--- src/ktk_pkg.sv ---
// Package for the keyed top-k table: field widths, mode and status codes, defaults.
// No dependencies; the interfaces and the core import it.
`timescale 1ns / 1ps

package ktk_pkg;

   localparam int MODE_W   = 2;
   localparam int KEY_W    = 32;
   localparam int VALUE_W  = 32;
   localparam int K_W      = 5;
   localparam int STATUS_W = 3;
   localparam int SLOT_W   = 4;
   localparam int LIVE_W   = 5;

   localparam int TABLE_DEPTH_DEF = 16;
   localparam int MAX_RESULTS     = 16;

   localparam logic [MODE_W-1:0] MODE_ADD    = 2'd0;
   localparam logic [MODE_W-1:0] MODE_REMOVE = 2'd1;
   localparam logic [MODE_W-1:0] MODE_QUERY  = 2'd2;

   typedef enum logic [STATUS_W-1:0] {
      STAT_ADDED   = 3'd0,
      STAT_REMOVED = 3'd1,
      STAT_NOOP    = 3'd2,
      STAT_FULL    = 3'd3,
      STAT_ENTRY   = 3'd4
   } status_type;

endpackage

--- src/ktk_if.sv ---
// Valid/ready channel interfaces for the keyed top-k table: request and response beats.
// Depends on ktk_pkg for the field widths and the status type.
`timescale 1ns / 1ps

interface ktk_req_if import ktk_pkg::*; ();
   logic                      valid;
   logic                      ready;
   logic [MODE_W-1:0]         mode;
   logic [KEY_W-1:0]          key;
   logic signed [VALUE_W-1:0] value;
   logic [K_W-1:0]            k_count;

   modport source (output valid, mode, key, value, k_count, input ready);
   modport sink   (input valid, mode, key, value, k_count, output ready);
endinterface

interface ktk_rsp_if import ktk_pkg::*; ();
   logic                      valid;
   logic                      ready;
   status_type                status;
   logic signed [VALUE_W-1:0] entry_value;
   logic [SLOT_W-1:0]         entry_slot;
   logic [LIVE_W-1:0]         live_count;
   logic                      last;

   modport source (output valid, status, entry_value, entry_slot, live_count, last,
                   input ready);
   modport sink   (input valid, status, entry_value, entry_slot, live_count, last,
                   output ready);
endinterface

--- src/keyed_table_top_k_select_core.sv ---
// Keyed top-k table core: slot memories, live marks and the scan sequencer.
// Depends on ktk_pkg and the channel interfaces in ktk_if.sv.
`timescale 1ns / 1ps

// The block takes one request beat at a time and is not ready until that request has
// produced all of its response beats. Every step walks the allocated slots (A of them)
// through one registered read port of the key and value memories and one 32-bit
// comparator. An add or remove is accepted, reads the allocated slots in turn, waits
// on the read register and closes the pass, then takes an update step that also loads
// the response; a lookup hit ends the pass early and an empty table skips the reads.
// A query emits each of its beats after a full pass over the slots; a query with
// nothing to emit, or an unused mode, answers with a single no-op beat and no pass.
// Response stalls hold the update and emit steps until the response register is free.
// Live marks reset at once; slot keys and values need no clearing pass.
module keyed_table_top_k_select_core
   import ktk_pkg::*;
#(
   parameter int TABLE_DEPTH = TABLE_DEPTH_DEF
) (
   input  logic      clock,
   input  logic      reset,
   ktk_req_if.sink   req_ch,
   ktk_rsp_if.source rsp_ch
);

   localparam int IW = $clog2(TABLE_DEPTH);
   localparam int CW = $clog2(TABLE_DEPTH + 1);
   localparam int NW = (CW > K_W) ? CW : K_W;

   typedef enum logic [2:0] {
      ST_IDLE,
      ST_FIND,
      ST_RESOLVE,
      ST_NOOP,
      ST_SCAN,
      ST_PUT
   } state_type;

   // control
   state_type                 state_ff, state_in;
   logic [CW-1:0]             scan_ff, scan_in;
   logic                      pvld_ff, pvld_in;
   logic [IW-1:0]             pidx_ff, pidx_in;
   logic [CW-1:0]             alloc_ff, alloc_in;
   logic [CW-1:0]             live_ff, live_in;
   logic [TABLE_DEPTH-1:0]    live_bits_ff, live_bits_in;
   logic [TABLE_DEPTH-1:0]    taken_ff, taken_in;
   logic                      hit_vld_ff, hit_vld_in;
   logic [IW-1:0]             hit_slot_ff, hit_slot_in;
   logic                      best_vld_ff, best_vld_in;
   logic signed [VALUE_W-1:0] best_val_ff, best_val_in;
   logic [IW-1:0]             best_slot_ff, best_slot_in;
   logic [K_W-1:0]            n_ff, n_in;
   logic [K_W-1:0]            e_ff, e_in;

   // latched request
   logic [MODE_W-1:0]         mode_ff, mode_in;
   logic [KEY_W-1:0]          key_ff, key_in;
   logic signed [VALUE_W-1:0] value_ff, value_in;

   // response register
   logic                      rsp_valid_ff, rsp_valid_in;
   status_type                rsp_status_ff, rsp_status_in;
   logic signed [VALUE_W-1:0] rsp_value_ff, rsp_value_in;
   logic [SLOT_W-1:0]         rsp_slot_ff, rsp_slot_in;
   logic [LIVE_W-1:0]         rsp_live_ff, rsp_live_in;
   logic                      rsp_last_ff, rsp_last_in;

   // slot memories
   logic [KEY_W-1:0]          key_mem [TABLE_DEPTH];
   logic signed [VALUE_W-1:0] val_mem [TABLE_DEPTH];
   logic [KEY_W-1:0]          rd_key_ff;
   logic signed [VALUE_W-1:0] rd_val_ff;
   logic [IW-1:0]             rd_addr;
   logic [IW-1:0]             wr_addr;
   logic                      key_we;
   logic                      val_we;

   logic                      out_free;
   logic                      issue;
   logic                      match;
   logic                      cand;

   assign out_free = !rsp_valid_ff || rsp_ch.ready;
   assign issue    = ((state_ff == ST_FIND) || (state_ff == ST_SCAN)) && (scan_ff < alloc_ff);
   assign match    = pvld_ff && (rd_key_ff == key_ff);
   assign cand     = pvld_ff && live_bits_ff[pidx_ff] && !taken_ff[pidx_ff];
   assign rd_addr  = scan_ff[IW-1:0];

   assign req_ch.ready       = (state_ff == ST_IDLE);
   assign rsp_ch.valid       = rsp_valid_ff;
   assign rsp_ch.status      = rsp_status_ff;
   assign rsp_ch.entry_value = rsp_value_ff;
   assign rsp_ch.entry_slot  = rsp_slot_ff;
   assign rsp_ch.live_count  = rsp_live_ff;
   assign rsp_ch.last        = rsp_last_ff;

   always_comb begin
      logic [NW-1:0] n_full;

      state_in      = state_ff;
      scan_in       = scan_ff;
      pvld_in       = issue;
      pidx_in       = scan_ff[IW-1:0];
      alloc_in      = alloc_ff;
      live_in       = live_ff;
      live_bits_in  = live_bits_ff;
      taken_in      = taken_ff;
      hit_vld_in    = hit_vld_ff;
      hit_slot_in   = hit_slot_ff;
      best_vld_in   = best_vld_ff;
      best_val_in   = best_val_ff;
      best_slot_in  = best_slot_ff;
      n_in          = n_ff;
      e_in          = e_ff;
      mode_in       = mode_ff;
      key_in        = key_ff;
      value_in      = value_ff;
      rsp_valid_in  = rsp_valid_ff && !rsp_ch.ready;
      rsp_status_in = rsp_status_ff;
      rsp_value_in  = rsp_value_ff;
      rsp_slot_in   = rsp_slot_ff;
      rsp_live_in   = rsp_live_ff;
      rsp_last_in   = rsp_last_ff;
      wr_addr       = hit_slot_ff;
      key_we        = 1'b0;
      val_we        = 1'b0;
      n_full        = NW'(req_ch.k_count);

      if (issue) begin
         scan_in = scan_ff + CW'(1);
      end

      case (state_ff)
         ST_IDLE: begin
            if (req_ch.valid) begin
               mode_in    = req_ch.mode;
               key_in     = req_ch.key;
               value_in   = req_ch.value;
               scan_in    = '0;
               hit_vld_in = 1'b0;
               if (NW'(live_ff) < n_full) begin
                  n_full = NW'(live_ff);
               end
               if (NW'(MAX_RESULTS) < n_full) begin
                  n_full = NW'(MAX_RESULTS);
               end
               case (req_ch.mode)
                  MODE_ADD, MODE_REMOVE: begin
                     state_in = ST_FIND;
                  end
                  MODE_QUERY: begin
                     n_in        = K_W'(n_full);
                     e_in        = '0;
                     taken_in    = '0;
                     best_vld_in = 1'b0;
                     state_in    = (n_full == '0) ? ST_NOOP : ST_SCAN;
                  end
                  default: begin
                     state_in = ST_NOOP;
                  end
               endcase
            end
         end

         ST_FIND: begin
            if (match) begin
               hit_vld_in  = 1'b1;
               hit_slot_in = pidx_ff;
               state_in    = ST_RESOLVE;
            end else if (!pvld_ff && (scan_ff == alloc_ff)) begin
               state_in = ST_RESOLVE;
            end
         end

         ST_RESOLVE: begin
            if (out_free) begin
               rsp_valid_in  = 1'b1;
               rsp_value_in  = '0;
               rsp_last_in   = 1'b1;
               rsp_slot_in   = '0;
               rsp_status_in = STAT_NOOP;
               if (mode_ff == MODE_ADD) begin
                  if (hit_vld_ff) begin
                     val_we        = 1'b1;
                     rsp_status_in = STAT_ADDED;
                     rsp_slot_in   = SLOT_W'(hit_slot_ff);
                     if (!live_bits_ff[hit_slot_ff]) begin
                        live_bits_in[hit_slot_ff] = 1'b1;
                        live_in = live_ff + CW'(1);
                     end
                  end else if (alloc_ff == CW'(TABLE_DEPTH)) begin
                     rsp_status_in = STAT_FULL;
                  end else begin
                     // fresh slot at the allocation mark
                     wr_addr                         = alloc_ff[IW-1:0];
                     key_we                          = 1'b1;
                     val_we                          = 1'b1;
                     live_bits_in[alloc_ff[IW-1:0]]  = 1'b1;
                     live_in                         = live_ff + CW'(1);
                     alloc_in                        = alloc_ff + CW'(1);
                     rsp_status_in                   = STAT_ADDED;
                     rsp_slot_in                     = SLOT_W'(alloc_ff[IW-1:0]);
                  end
               end else if (hit_vld_ff && live_bits_ff[hit_slot_ff]) begin
                  live_bits_in[hit_slot_ff] = 1'b0;
                  live_in                   = live_ff - CW'(1);
                  rsp_status_in             = STAT_REMOVED;
                  rsp_slot_in               = SLOT_W'(hit_slot_ff);
               end
               rsp_live_in = LIVE_W'(live_in);
               state_in    = ST_IDLE;
            end
         end

         ST_NOOP: begin
            if (out_free) begin
               rsp_valid_in  = 1'b1;
               rsp_status_in = STAT_NOOP;
               rsp_value_in  = '0;
               rsp_slot_in   = '0;
               rsp_live_in   = LIVE_W'(live_ff);
               rsp_last_in   = 1'b1;
               state_in      = ST_IDLE;
            end
         end

         ST_SCAN: begin
            // strict greater keeps the lower slot on ties
            if (cand && (!best_vld_ff || (rd_val_ff > best_val_ff))) begin
               best_vld_in  = 1'b1;
               best_val_in  = rd_val_ff;
               best_slot_in = pidx_ff;
            end
            if (!pvld_ff && (scan_ff == alloc_ff)) begin
               state_in = ST_PUT;
            end
         end

         ST_PUT: begin
            if (out_free) begin
               rsp_valid_in = 1'b1;
               rsp_live_in  = LIVE_W'(live_ff);
               if (best_vld_ff) begin
                  rsp_status_in          = STAT_ENTRY;
                  rsp_value_in           = best_val_ff;
                  rsp_slot_in            = SLOT_W'(best_slot_ff);
                  rsp_last_in            = (K_W'(e_ff + K_W'(1)) == n_ff);
                  taken_in[best_slot_ff] = 1'b1;
                  e_in                   = e_ff + K_W'(1);
                  if (K_W'(e_ff + K_W'(1)) == n_ff) begin
                     state_in = ST_IDLE;
                  end else begin
                     scan_in     = '0;
                     best_vld_in = 1'b0;
                     state_in    = ST_SCAN;
                  end
               end else begin
                  // live marks ran out early: close the query
                  rsp_status_in = STAT_NOOP;
                  rsp_value_in  = '0;
                  rsp_slot_in   = '0;
                  rsp_last_in   = 1'b1;
                  state_in      = ST_IDLE;
               end
            end
         end

         default: begin
            state_in = ST_IDLE;
         end
      endcase
   end

   always_ff @(posedge clock) begin
      if (reset) begin
         state_ff     <= ST_IDLE;
         pvld_ff      <= 1'b0;
         alloc_ff     <= '0;
         live_ff      <= '0;
         live_bits_ff <= '0;
         best_vld_ff  <= 1'b0;
         rsp_valid_ff <= 1'b0;
      end else begin
         state_ff     <= state_in;
         pvld_ff      <= pvld_in;
         alloc_ff     <= alloc_in;
         live_ff      <= live_in;
         live_bits_ff <= live_bits_in;
         best_vld_ff  <= best_vld_in;
         rsp_valid_ff <= rsp_valid_in;
      end
      scan_ff       <= scan_in;
      pidx_ff       <= pidx_in;
      taken_ff      <= taken_in;
      hit_vld_ff    <= hit_vld_in;
      hit_slot_ff   <= hit_slot_in;
      best_val_ff   <= best_val_in;
      best_slot_ff  <= best_slot_in;
      n_ff          <= n_in;
      e_ff          <= e_in;
      mode_ff       <= mode_in;
      key_ff        <= key_in;
      value_ff      <= value_in;
      rsp_status_ff <= rsp_status_in;
      rsp_value_ff  <= rsp_value_in;
      rsp_slot_ff   <= rsp_slot_in;
      rsp_live_ff   <= rsp_live_in;
      rsp_last_ff   <= rsp_last_in;
   end

   always_ff @(posedge clock) begin
      if (key_we) begin
         key_mem[wr_addr] <= key_ff;
      end
      if (val_we) begin
         val_mem[wr_addr] <= value_ff;
      end
      rd_key_ff <= key_mem[rd_addr];
      rd_val_ff <= val_mem[rd_addr];
   end

   a_live_count: assert property (@(posedge clock) disable iff (reset)
      $countones(live_bits_ff) == int'(live_ff))
      else $error("live count does not match live marks");

   a_alloc_bound: assert property (@(posedge clock) disable iff (reset)
      (live_ff <= alloc_ff) && (alloc_ff <= CW'(TABLE_DEPTH)))
      else $error("live or allocated count out of range");

   a_hit_allocated: assert property (@(posedge clock) disable iff (reset)
      (state_ff == ST_FIND) && match |-> (CW'(pidx_ff) < alloc_ff))
      else $error("key lookup hit beyond the allocation mark");

   a_taken_marked: assert property (@(posedge clock) disable iff (reset)
      (state_ff == ST_PUT) && out_free && best_vld_ff |=> taken_ff[$past(best_slot_ff)])
      else $error("emitted slot not marked taken");

endmodule

--- src/flat_wrapper.sv ---
// flat-port wrapper written by rule: the top's interface ports become plain ports
module keyed_table_top_k_select_core_flat import ktk_pkg::*;
#(
   parameter int TABLE_DEPTH = TABLE_DEPTH_DEF
)
  (clock, reset, req_ch_valid, req_ch_mode, req_ch_key, req_ch_value, req_ch_k_count, req_ch_ready, rsp_ch_valid, rsp_ch_status, rsp_ch_entry_value, rsp_ch_entry_slot, rsp_ch_live_count, rsp_ch_last, rsp_ch_ready);
  ktk_req_if req_ch_i ();
  ktk_rsp_if rsp_ch_i ();
  input  logic clock;
  input  logic reset;
  input wire logic [$bits(req_ch_i.valid)-1:0] req_ch_valid;
  input wire logic [$bits(req_ch_i.mode)-1:0] req_ch_mode;
  input wire logic [$bits(req_ch_i.key)-1:0] req_ch_key;
  input wire logic [$bits(req_ch_i.value)-1:0] req_ch_value;
  input wire logic [$bits(req_ch_i.k_count)-1:0] req_ch_k_count;
  output wire logic [$bits(req_ch_i.ready)-1:0] req_ch_ready;
  output wire logic [$bits(rsp_ch_i.valid)-1:0] rsp_ch_valid;
  output wire logic [$bits(rsp_ch_i.status)-1:0] rsp_ch_status;
  output wire logic [$bits(rsp_ch_i.entry_value)-1:0] rsp_ch_entry_value;
  output wire logic [$bits(rsp_ch_i.entry_slot)-1:0] rsp_ch_entry_slot;
  output wire logic [$bits(rsp_ch_i.live_count)-1:0] rsp_ch_live_count;
  output wire logic [$bits(rsp_ch_i.last)-1:0] rsp_ch_last;
  input wire logic [$bits(rsp_ch_i.ready)-1:0] rsp_ch_ready;
  assign req_ch_i.valid = req_ch_valid;
  assign req_ch_i.mode = req_ch_mode;
  assign req_ch_i.key = req_ch_key;
  assign req_ch_i.value = req_ch_value;
  assign req_ch_i.k_count = req_ch_k_count;
  assign req_ch_ready = req_ch_i.ready;
  assign rsp_ch_valid = rsp_ch_i.valid;
  assign rsp_ch_status = rsp_ch_i.status;
  assign rsp_ch_entry_value = rsp_ch_i.entry_value;
  assign rsp_ch_entry_slot = rsp_ch_i.entry_slot;
  assign rsp_ch_live_count = rsp_ch_i.live_count;
  assign rsp_ch_last = rsp_ch_i.last;
  assign rsp_ch_i.ready = rsp_ch_ready;
  keyed_table_top_k_select_core #(.TABLE_DEPTH(TABLE_DEPTH)) u_core (.clock(clock), .reset(reset), .req_ch(req_ch_i), .rsp_ch(rsp_ch_i));
endmodule
--- config.mk ---
export PLATFORM = sky130hd
export DESIGN_NAME = keyed_table_top_k_select_core_flat
export DESIGN_NICKNAME = d
export VERILOG_FILES = /design/src/ktk_pkg.sv /design/src/ktk_if.sv /design/src/keyed_table_top_k_select_core.sv /design/src/flat_wrapper.sv
export SDC_FILE = /design/constraint.sdc
export NUM_CORES = 1
export LEC_CHECK = 0
export ABC_AREA = 1
export BUFFER_PORTS_ARGS = -buffer_cell sky130_fd_sc_hd__clkbuf_2
export CORE_AREA = 2 2 306 384
export DETAILED_ROUTE_END_ITERATION = 6
export DIE_AREA = 0 0 308 386
export SYNTH_ARGS = -nofsm -noshare
export SYNTH_HDL_FRONTEND = slang
export SYNTH_SLANG_ARGS = --single-unit
--- constraint.sdc ---
create_clock -name clock -period 7.9 [get_ports clock]
set_input_delay 1.58 -clock clock [delete_from_list [all_inputs] [get_ports clock]]
set_output_delay 1.58 -clock clock [all_outputs]
set_load 0.01 [all_outputs]
==> reports/results.ini, run 1 <==
[status]
status=complete, no violations

[logic_synthesis]
syn-cell-area_um2=51580
synthCells=3986
yosysUniqueCellTypes=42
yosys_warnings=0
synthFlopType=edfxtp_1
yosysSeqAreaShare_pct=74.06
synth_top_area_share_pct=69.98
synthArstFlopShare_pct=0
yosysTopAreaCell=edfxtp_1
synth_area_leaders=edfxtp_1, o21ai_0, nor2_1
synth_common_cells=edfxtp_1, nor2_1, o21ai_0, nand2_1, clkbuf_1
synth.avg_cell_area_um2=12.94
synthMostInstantiatedCell=edfxtp_1
synthesis.nets=4110
yosys_register_bits=1307
synth_edf_count=1202

[clock_tree]
post_cts_buffers=0
cts_num_sinks=1307
hold_buffers=0
cts_buffer_depth=3
clkLatencyLatePin_ns=0.78
post_cts_resize_count=0
h-tree-depth=4
clkTransAtPathRegs_ns=0.06
clk_root_buffer_cell=clkbuf_16
tritoncts.num_buffers=132
cts_tree=built

[floorplanning]
start_util_pct=44.61
core_um2=115600
row_count=140
die_area_um2=118900
ios=122
fp.dieH_um=386
fp.dieW_um=308

[pwr]
p_leak_uw=0.01962
clkPwrFrac_pct=36.1
p_total_uw=16590
power_frac_comb_pct=11.3
netSwitchingFraction_pct=26.62
p_sw_uw=4415
power_density_nw_per_um2=285.4
internal-power_uw=12170
ir_drop_v=0.0002060
seqPwrFrac_pct=52.6

[sta]
fmax_mhz=258.3
rsz0062_at_grt=false
hold_viol=0
relSlewSlack_pct=22.17
fin_setup_tns_ns=0
skew_ns=0.04096
drv_slew=0
period_minus_slack_ns=3.871
setup_violations=0
timing.final.crit_share_pct=49.00
tightest_slew_ns=1.165

[place]
gp_congestion=0.8601
io_buffer_count=121
placed_cell_area_um2=53970
dp_hpwl_um=66760

[drt]
routed_via_density=5.604
drt-initial-drc-count=3076
wl_per_cell_um=21.65
drcViolationCount=0
drtPass1Iterations=5
totalWireLength_um=122600
antenna_left=0
dr_total_vias=31730

[final_layout]
drive_gt1_share_pct=10.94
nNetsFinal=4196
fin_util_pct=50.26
num-fill-cells=9773
multiInputGateArea_um2=12040
final_area_um2=58110
areaGrowthSynthToFinish_pct=12.67
regArea_um2=38210

[worst_hold_path]
hold_class=flop to flop

[run]
maxCapViolations=0

[global_route]
grt_pass1_vias=30480
grt_antenna_before_repair=8
grt_use_total_pct=20.58
grt_pass1_wl_um=185400
grt_overflow=0
grt_max_degree=231

[setup_path]
arrival_ns=4.23
critPathKind=primary input to flop
worstPathRequired_ns=8.26
endpoint_kind=flop
critPathLaunchType=primary input
crit_path_max_fanout=32

[worst paths after layout]
check                            from                    end  slack, ns  cells after the start
setup / recovery         rsp_ch_ready  u_core.key_mem[9][29]       4.03                     12
hold / removal    u_core.rd_val_ff[2]  u_core.best_val_ff[2]       0.44                      0
hold reg to reg   u_core.rd_val_ff[2]  u_core.best_val_ff[2]       0.44                      0
setup reg to reg    u_core.mode_ff[1]  u_core.key_mem[9][29]       4.41                      9
[power groups by stage]
stage / clock network (µW) / logic, µW / registers (µW)
4_1_cts: 6130 / 1880 / 8730
5_1_grt: 6380 / 2100 / 8780
2_1_floorplan: 0 / 1180 / 8720
3_5_place_dp: 0 / 1880 / 8870
6_report: 5990 / 1870 / 8720
3_3_place_gp: 0 / 1850 / 8860
[cell usage in the layout, fill, tap and decap left out, types with 16 or more instances in the layout]
master	count
o21ai_0	546
clkbuf_16	133
nor2_1	638
buf_4	57
a21oi_1	74
edfxtp_1	1202
o211ai_1	76
nor2_4	44
ha_1	49
xor2_1	21
clkinv_2	17
clkbuf_2	121
inv_1	174
nand4_1	16
o22ai_1	103
nand3_1	110
dfxtp_1	101
clkbuf_1	30
clkinv_1	20
nand2_1	310
o221ai_1	177
[critical path: stages]
cell      delay, ns
clkbuf_2       0.10
nor2_4         0.29
nor2_8         0.10
inv_2          0.13
nor2_4         0.06
inv_2          0.13
nor2_4         0.07
o22ai_1        0.36
inv_1          0.09
nor2_1         0.22
nand2_1        0.19
nor2_4         0.90
[through the flow]
| step | worst slack [ns] | cells | hold slack (ns) |
|---|---|---|---|
| 2_1_floorplan | 2.812 | 3986 | 0.3519 |
| 3_3_place_gp | 3.259 | 5429 | 0.4221 |
| 3_5_place_dp | 3.256 | 5429 | 0.4244 |
| 4_1_cts | 4.053 | 5661 | 0.4396 |
| 5_1_grt | 3.798 | 5661 | 0.4471 |
| 6_report | 4.029 | 5662 | 0.4376 |
[kinds of logic (layout without fill, tap and decap cells)]
kind of cell	Yosys count	count (layout)	synth area share (%)
flip-flops	1307	1307	74.06
AO/OA/AOI/OAI	1020	1020	11.96
AND/OR/NAND/NOR	1159	1159	9.185
other	0	1	0
buffers and inverters	423	607	3.129
adder cells (fa/ha/maj)	49	49	1.189
XOR/XNOR	28	28	0.4755
[sequential cells by signal, indices dropped and copies added (netlist names), 16 cells and up]
| signal | count |
|---|---|
| u_core.rd_val_ff | 32 |
| u_core.key_ff | 32 |
| u_core.best_val_ff | 32 |
| u_core.rsp_ch.entry_value | 32 |
| u_core.value_ff | 32 |
| u_core.live_bits_ff | 16 |
| u_core.key_mem | 512 |
| u_core.rd_key_ff | 32 |
| u_core.taken_ff | 16 |
| u_core.val_mem | 512 |
[layer usage]
| metal | track usage, % | vias up | wire length (µm) |
|---|---|---|---|
| li1 | - | 14910 | - |
| met1 | 27.82 | 15660 | 53270 |
| met2 | 34.43 | 944 | 59610 |
| met3 | 3.142 | 214 | 6796 |
| met4 | 6.242 | 2 | 2919 |
| met5 | 0 | - | 13 |
[area by class of cell]
type                            instances  area share, %
Multi-Input combinational cell       2256          20.71
Sequential cell                      1307          65.76
Inverter                              193          1.275
Antenna cell                            1       0.004306
Timing Repair Buffer                  182          1.916
Clock inverter                         60         0.9883
Clock buffer                          172          6.135
Tap cell                             1491          3.210
No activity file was read; power rests on OpenSTA's default activity.
==> inputs of run 2 (changes only) <==
==> constraint.sdc (replaced) <==
create_clock -name clock -period 3.9 [get_ports clock]
set_input_delay 0.78 -clock clock [delete_from_list [all_inputs] [get_ports clock]]
set_output_delay 0.78 -clock clock [all_outputs]
set_load 0.01 [all_outputs]
==> run 2 against run 1 <==
Effect of this change:
- first-iteration DRC count is 1.8% lower
- register-to-register slack worse by 3.5 ns
- non-clock buffer count is 47 higher
- setup slack worse by 3.1 ns
- critical path depth is 1 lower
- design area is 1.3% higher
- power is 100% higher
- worst hold slack worse by 0.24 ns
- highest routed layer is now met4
==> reports/results.ini, run 2 (synthesis gave the netlist of run 1 again) <==
[pwr]
power_frac_comb_pct=12.2
internal-power_uw=24690
p_sw_uw=8952
netSwitchingFraction_pct=26.61
p_total_uw=33640
p_leak_uw=0.01991
clkPwrFrac_pct=35.7
seqPwrFrac_pct=52.1
power_density_nw_per_um2=571.6
ir_drop_v=0.0004472

[drt]
drcViolationCount=0
routed_via_density=5.616
totalWireLength_um=126400
wl_per_cell_um=22.13
dr_total_vias=32060
drtPass1Iterations=6
antenna_left=0
drt-initial-drc-count=3021

[sta]
drv_slew=0
hold_viol=0
skew_ns=0.02782
setup_violations=0
period_minus_slack_ns=3.015
relSlewSlack_pct=26.85
whs_ns=0.2002
tightest_slew_ns=1.097
fin_setup_tns_ns=0
rsz0062_at_grt=false
timing.final.crit_share_pct=77.31
fmax_mhz=331.7

[global_route]
grt_pass1_vias=31250
grt_max_degree=207
grt_use_total_pct=21.22
grt_overflow=0
grt_pass1_wl_um=190300
grt_antenna_before_repair=4

[clock_tree]
h-tree-depth=4
cts_num_sinks=1307
hold_buffers=0
post_cts_resize_count=0
tritoncts.num_buffers=132
clkTransAtPathRegs_ns=0.06
clk_root_buffer_cell=clkbuf_16
post_cts_buffers=0
cts_buffer_depth=3
clkLatencyLatePin_ns=0.75
cts_tree=built

[run]
maxCapViolations=0

[setup_path]
critPathKind=flop to flop
endpoint_kind=flop
critPathLaunchType=flop
crit_path_max_fanout=23
arrival_ns=3.40
worstPathRequired_ns=4.28

[worst_hold_path]
hold_class=primary input to flop

[floorplanning]
fp.dieH_um=386
start_util_pct=44.61
ios=122
core_um2=115600
die_area_um2=118900
row_count=140
fp.dieW_um=308

[place]
io_buffer_count=121
dp_hpwl_um=71890
gp_congestion=0.8919

[final_layout]
diodes=0
top_regs=u_core.key_mem x512, u_core.val_mem x512
nNetsFinal=4243
drive_gt1_share_pct=11.57
areaGrowthSynthToFinish_pct=14.11
final_common_cell=edfxtp_1
mostFrequentLayoutCells=edfxtp_1, nor2_1, o21ai_0, nand2_1, o221ai_1

[status]
status=complete, no violations

-- run 2: cell types whose count changed in the layout (fill, tap and decap cells not counted), sizes merged --
cell	previous run	this run
diode	1	0
bufinv	5	4
inv	200	196
buf	61	108
clkbuf	293	298
clkinv	46	47
-- run 2: through the flow --
stage               util (%)  std cells  instance area [µm²]  setup WS [ns]
detailed placement     47.41       5476                54810         0.4833
CTS                    50.91       5709                58850         0.8864
finish                 50.91       5709                58850         0.8849
global placement       47.41       5476                54810         0.5177
global route           50.91       5709                58850         0.5952
floorplan                  -       3986                51580         0.1218
-- run 2: cell type report --
type	count	area [µm²]
Multi-Input combinational cell	2256	12040
Inverter	193	740.7
Sequential cell	1307	38210
Tap cell	1491	1866
Clock inverter	56	439.2
Fill cell	9853	56760
Timing Repair Buffer	229	1954
Clock buffer	177	3607
-- run 2: power by group through the flow --
stage / combinational [µW] / sequential, µW / clock [µW]
detailed placement: 4130 / 17800 / 0
floorplan: 2380 / 17700 / 0
global route: 4590 / 17600 / 12700
CTS: 4150 / 17600 / 12200
global placement: 4080 / 17800 / 0
finish: 4100 / 17500 / 12000
-- run 2: worst paths after layout --
kind | startpoint | endpoint | slack [ns] | cells after the start
min reg2reg | u_core.rd_val_ff[18] | u_core.best_val_ff[18] | 0.44 | 0
max reg2reg | u_core.alloc_ff[1] | u_core.key_mem[15][1] | 0.88 | 11
max | u_core.alloc_ff[1] | u_core.key_mem[15][1] | 0.88 | 11
min | req_ch_key[22] | u_core.key_ff[22] | 0.20 | 1
-- run 2: critical path: stages (launching register included) --
cell and delay, ns:
dfxtp_1 0.34, inv_1 0.17, ha_1 0.18, inv_1 0.06
nor3_2 0.37, nor2_4 0.11, o22ai_1 0.49, nand2_1 0.11
inv_1 0.14, nand2_1 0.15, nor2_4 0.14, buf_4 0.37
-- run 2: layer usage --
| metal | up-vias | track usage, % | wire, µm |
|---|---|---|---|
| met4 | 0 | 6.278 | 2677 |
| met3 | 187 | 3.543 | 7143 |
| met1 | 15960 | 27.99 | 53520 |
| met5 | - | 0 | 0 |
| met2 | 920 | 36.11 | 63010 |
| li1 | 15000 | - | - |
